===== src/rtl/four_level_page_table_mapper_assert.svh =====
// -----------------------------------------------------------------------------
// Four-level page table mapper: assertion macros
// Shared macros for the concurrent checks of the mapper.
// -----------------------------------------------------------------------------
`ifndef FOUR_LEVEL_PAGE_TABLE_MAPPER_ASSERT_SVH
`define FOUR_LEVEL_PAGE_TABLE_MAPPER_ASSERT_SVH

// Same-cycle implication, disabled while reset is low.
`define FPTM_ASSERT_SAME(lbl_, clk_, rst_n_, ante_, cons_, msg_) \
  lbl_: assert property (@(posedge clk_) disable iff (!rst_n_) (ante_) |-> (cons_)) \
    else $error(msg_);

// Next-cycle implication, disabled while reset is low.
`define FPTM_ASSERT_NEXT(lbl_, clk_, rst_n_, ante_, cons_, msg_) \
  lbl_: assert property (@(posedge clk_) disable iff (!rst_n_) (ante_) |=> (cons_)) \
    else $error(msg_);

`endif


===== src/rtl/fptm_pkg.sv =====
// -----------------------------------------------------------------------------
// Four-level page table mapper package
// Widths, flag bits, codes and shared types of the mapper.
// -----------------------------------------------------------------------------
package fptm_pkg;

  localparam int POOL_PAGES_DEF = 16;

  localparam int ENTRY_W = 64;
  localparam int PA_W    = 52;
  localparam int VA_W    = 48;
  localparam int PG_W    = 40;
  localparam int VPG_W   = 36;
  localparam int IDX_W   = 9;
  localparam int FLAGS_W = 64;
  localparam int OPT_W   = 3;
  localparam int RTAB_W  = 4;
  localparam int USED_W  = 5;

  localparam logic [ENTRY_W-1:0] PG_PRESENT = ENTRY_W'(1) << 0;
  localparam logic [ENTRY_W-1:0] PG_RW      = ENTRY_W'(1) << 1;
  localparam logic [FLAGS_W-1:0] ELF_W_BIT  = FLAGS_W'(1) << 1;
  localparam logic [FLAGS_W-1:0] ELF_R_BIT  = FLAGS_W'(1) << 2;

  localparam int OPT_ELF   = 0;
  localparam int OPT_X86   = 1;
  localparam int OPT_ALLOC = 2;

  typedef enum logic {
    OP_MAP  = 1'b0,
    OP_READ = 1'b1
  } op_t;

  typedef enum logic [1:0] {
    STATUS_OK        = 2'd0,
    STATUS_ZERO_FLAG = 2'd1,
    STATUS_EXHAUSTED = 2'd2
  } status_t;

  typedef enum logic {
    AU_ADD = 1'b0,
    AU_SUB = 1'b1
  } au_op_t;

  typedef struct packed {
    logic               tag;
    logic [ENTRY_W-1:0] data;
  } mem_word_t;

endpackage


===== src/rtl/fptm_addr_unit.sv =====
// -----------------------------------------------------------------------------
// Four-level page table mapper: page address unit
// Shared adder that turns pool page indices into page frames and back.
// -----------------------------------------------------------------------------
module fptm_addr_unit import fptm_pkg::*; #(
  parameter int POOL_PAGES = POOL_PAGES_DEF
) (
  input  au_op_t          op,
  input  logic [PG_W-1:0] base_pg,
  input  logic [PG_W-1:0] operand,
  output logic [PG_W-1:0] result,
  output logic            in_pool
);

  always_comb begin
    if (op == AU_ADD) begin
      result = base_pg + operand;
    end else begin
      result = operand - base_pg;
    end
    in_pool = (result < PG_W'(POOL_PAGES));
  end

endmodule


===== config.mk =====
export PLATFORM = sky130hd
export DESIGN_NAME = fptm_addr_unit
export DESIGN_NICKNAME = d
export VERILOG_FILES = /design/src/rtl/four_level_page_table_mapper_assert.svh /design/src/rtl/fptm_pkg.sv /design/src/rtl/fptm_addr_unit.sv
export SDC_FILE = /design/constraint.sdc
export NUM_CORES = 1
export LEC_CHECK = 0
export BUFFER_PORTS_ARGS = -buffer_cell sky130_fd_sc_hd__buf_2
export CORE_MARGIN = 10
export CORE_UTILIZATION = 53
export DETAILED_ROUTE_END_ITERATION = 6
export GPL_TIMING_DRIVEN = 0
export PLACE_DENSITY = 0.9
export SLEW_MARGIN = 20
export SYNTH_ARGS = -nofsm -noshare
export SYNTH_HDL_FRONTEND = slang
export SYNTH_SLANG_ARGS = --single-unit

===== constraint.sdc =====
create_clock -name vclk -period 6.4
set_clock_uncertainty 0.2 [all_clocks]
set_input_delay 0.32 -clock vclk [all_inputs]
set_output_delay 0.32 -clock vclk [all_outputs]
set_load 0.01 [all_outputs]

==> impl_results.md <==
* Outcome: completed
* RSZ-0062 raised after global routing: no
* Placed insts at 690
* Routed Antenna Nets at 0
* Least-Margin Pin Slew at 0.6622 ns
* Area contributors post-synth: xnor2_1 15%, ha_1 15%, a21oi_1 9.7%, nor2_1 5.8%, a21o_1 3.7%
* Cell Area, Placed at between 4000 and 5000 um2
* Worst setup path class: input port to primary output
* Final Cell Area at 4108 um2
* Worst min path class: input port to primary output
* Vias at 4214
* Largest net degree at the start of global routing at 11
* Global Route Usage Sum at 0.2159
* Cts repair resizes at 0
* CLK BUF at 0
* Chip height at about 100 um
* Worst setup margin at 0.5562 ns
* Post-layout min period at 5.844 ns
* Synth top cells by count: 66 x a21oi_1, 59 x xnor2_1, 53 x nor2_1
* Crit end category: primary output
* I/O Buffers at 121
* Core Area at 6314 um2
* Distinct cell type count after synthesis at 70
* Leading area contributor after synthesis: xnor2_1
* Period utilization at 0.9131
* MaxCap Viol Count at 0
* DRC at 0
* Count leader, synth: a21oi_1
* Max Clock Freq at 0.1711 GHz
* Normalized max-slew margin at 0.5545
* Synthesis-to-layout area growth at 20.61%
* Syn Inst Count at 492
* Number of vias per cell at 6.107
* Max Slew Vio Count at 0
* Fill cells at around 600
* Setup tns final at 0 ns
* Drt pass-1 iters at 5
* Share of post-route cells with drive strength above 1 at 0.2724
* Register area share after synthesis at 0
* Initial antenna violation count at 1
* Worst EP required at 5.88 ns
* Synthesized Nets at 614
* Dpl ws at 0.5297 ns
* Tot Pwr at around 0.63 mW
* Seq Cell Count at 0
* Antenna diode count at 0
* DPL Wire Length at 10220 um
* Cell area after synthesis at 3406 um2
* Grt ovf at 0
* Leakage power at about 1.9 nW
* Die footprint at roughly 10000 um2
* DRT iter0 DRCs at 213
* NumNets Final at 737
* Starting Density at 0.5394
* Final wirelength at 11660 um
* Post-CTS setup repair buffer count at 0
* Hold_buf cts at 0
* Final setup fails at 0
* Num rows at 29
* Crit path launch type: input port
* Power Density at 154.5 nW/um2
* Die Wd at about 100 um
* Non-Filler Instances at 690
* Hold Fails Final Rpt at 0
* Synth top area share at 0.1517
* First-pass GRT wire length at 18880 um
* Peak supply drop at 0.0001138 V
* Ys Warns at 0
* Post-Syn Area per Cell at 6.922 um2
* Placer Congestion at 0.9738
* Avg WL per Cell at 16.90 um
* FF+latch area at 0 um2
* Worst-path fanout max at 7
* Io pins at 122
* Vias in the first global route at 4182
* Data arrival, critical path at 5.32 ns
[cells by family (layout without fill, tap and decap cells)]
| family | count (synthesis) | after routing | share of synthesized area |
|---|---|---|---|
| XOR/XNOR | 74 | 74 | 0.1947 |
| multiplexers | 3 | 3 | 0.009184 |
| AND/OR/NAND/NOR | 172 | 172 | 0.2825 |
| buffers and inverters | 43 | 164 | 0.05437 |
| AO/OA/AOI/OAI | 159 | 159 | 0.3064 |
| adder cells (fa/ha/maj) | 41 | 41 | 0.1528 |
[per-layer routing]
metal / track usage / up-vias / part of all wire
li1: - / 2045 / -
met1: 0.2621 / 1915 / 0.40
met2: 0.3778 / 218 / 0.48
met3: 0.03297 / 36 / 0.084
met4: 0.06848 / 0 / 0.036
met5: 0 / - / 0
[power breakdown]
part           internal, mW  switching [mW]
sequential                0               0
clock                     0               0
combinational         0.259           0.375
[critical path: stages]
cell	delay [ns]
buf_2	0.12
or3_2	0.54
or3_1	0.35
nor4_1	0.52
and2_2	0.32
nor2_1	0.06
xnor2_1	0.15
ha_1	0.26
buf_2	0.17
nand4_1	0.19
or3_1	0.37
a31oi_1	0.20
a221oi_2	0.08
a211oi_2	0.31
nor2_4	0.10
xnor2_1	0.15
or4_1	0.39
nor4b_1	0.34
and4b_1	0.24
buf_2	0.13
[final timing paths]
kind         from   endpoint  cells past startpoint  slack, ns
max   base_pg[12]    in_pool                     20       0.56
min    base_pg[0]  result[0]                      4       0.83
[layout by cell type, fill, tap and decap left out, types with 3 or more instances in the layout]
cell	Yosys	layout
buf_2	13	134
a21oi_1	66	66
xnor2_1	59	59
nor2_1	53	53
ha_1	40	40
nand2_1	27	27
inv_1	21	21
o21ai_0	21	21
a21o_1	17	17
xor2_1	13	13
nor3_1	11	11
nand4_1	11	11
nand2b_1	10	10
nor4_1	10	10
nand3_1	8	8
o21ai_1	7	7
a31oi_1	7	7
clkbuf_1	6	6
o211ai_1	6	6
or3_1	6	6
o21bai_1	5	5
o21a_1	5	5
nor3_2	3	3
nor2b_1	3	3
and2_1	3	3
a211oi_1	3	3
[through the flow]
| step | hold WS, ns | util |
|---|---|---|
| global route | 0.8576 | 0.6506 |
| floorplan | 0.5981 | - |
| detailed placement | 0.8326 | 0.6506 |
| CTS | 0.8326 | 0.6506 |
| global placement | 0.8301 | 0.6506 |
| finish | 0.8299 | 0.6506 |
[layout make-up]
cell class / count / area (um2) / area share
inverters: 21 / 78.83 / 0.01919
well taps: 77 / 96.34 / 0.02345
multi-input cells: 449 / 3221 / 0.7840
plain buffers: 22 / 106.4 / 0.02589
repair buffers: 121 / 605.6 / 0.1474
Power figures use the tool's default switching activity.
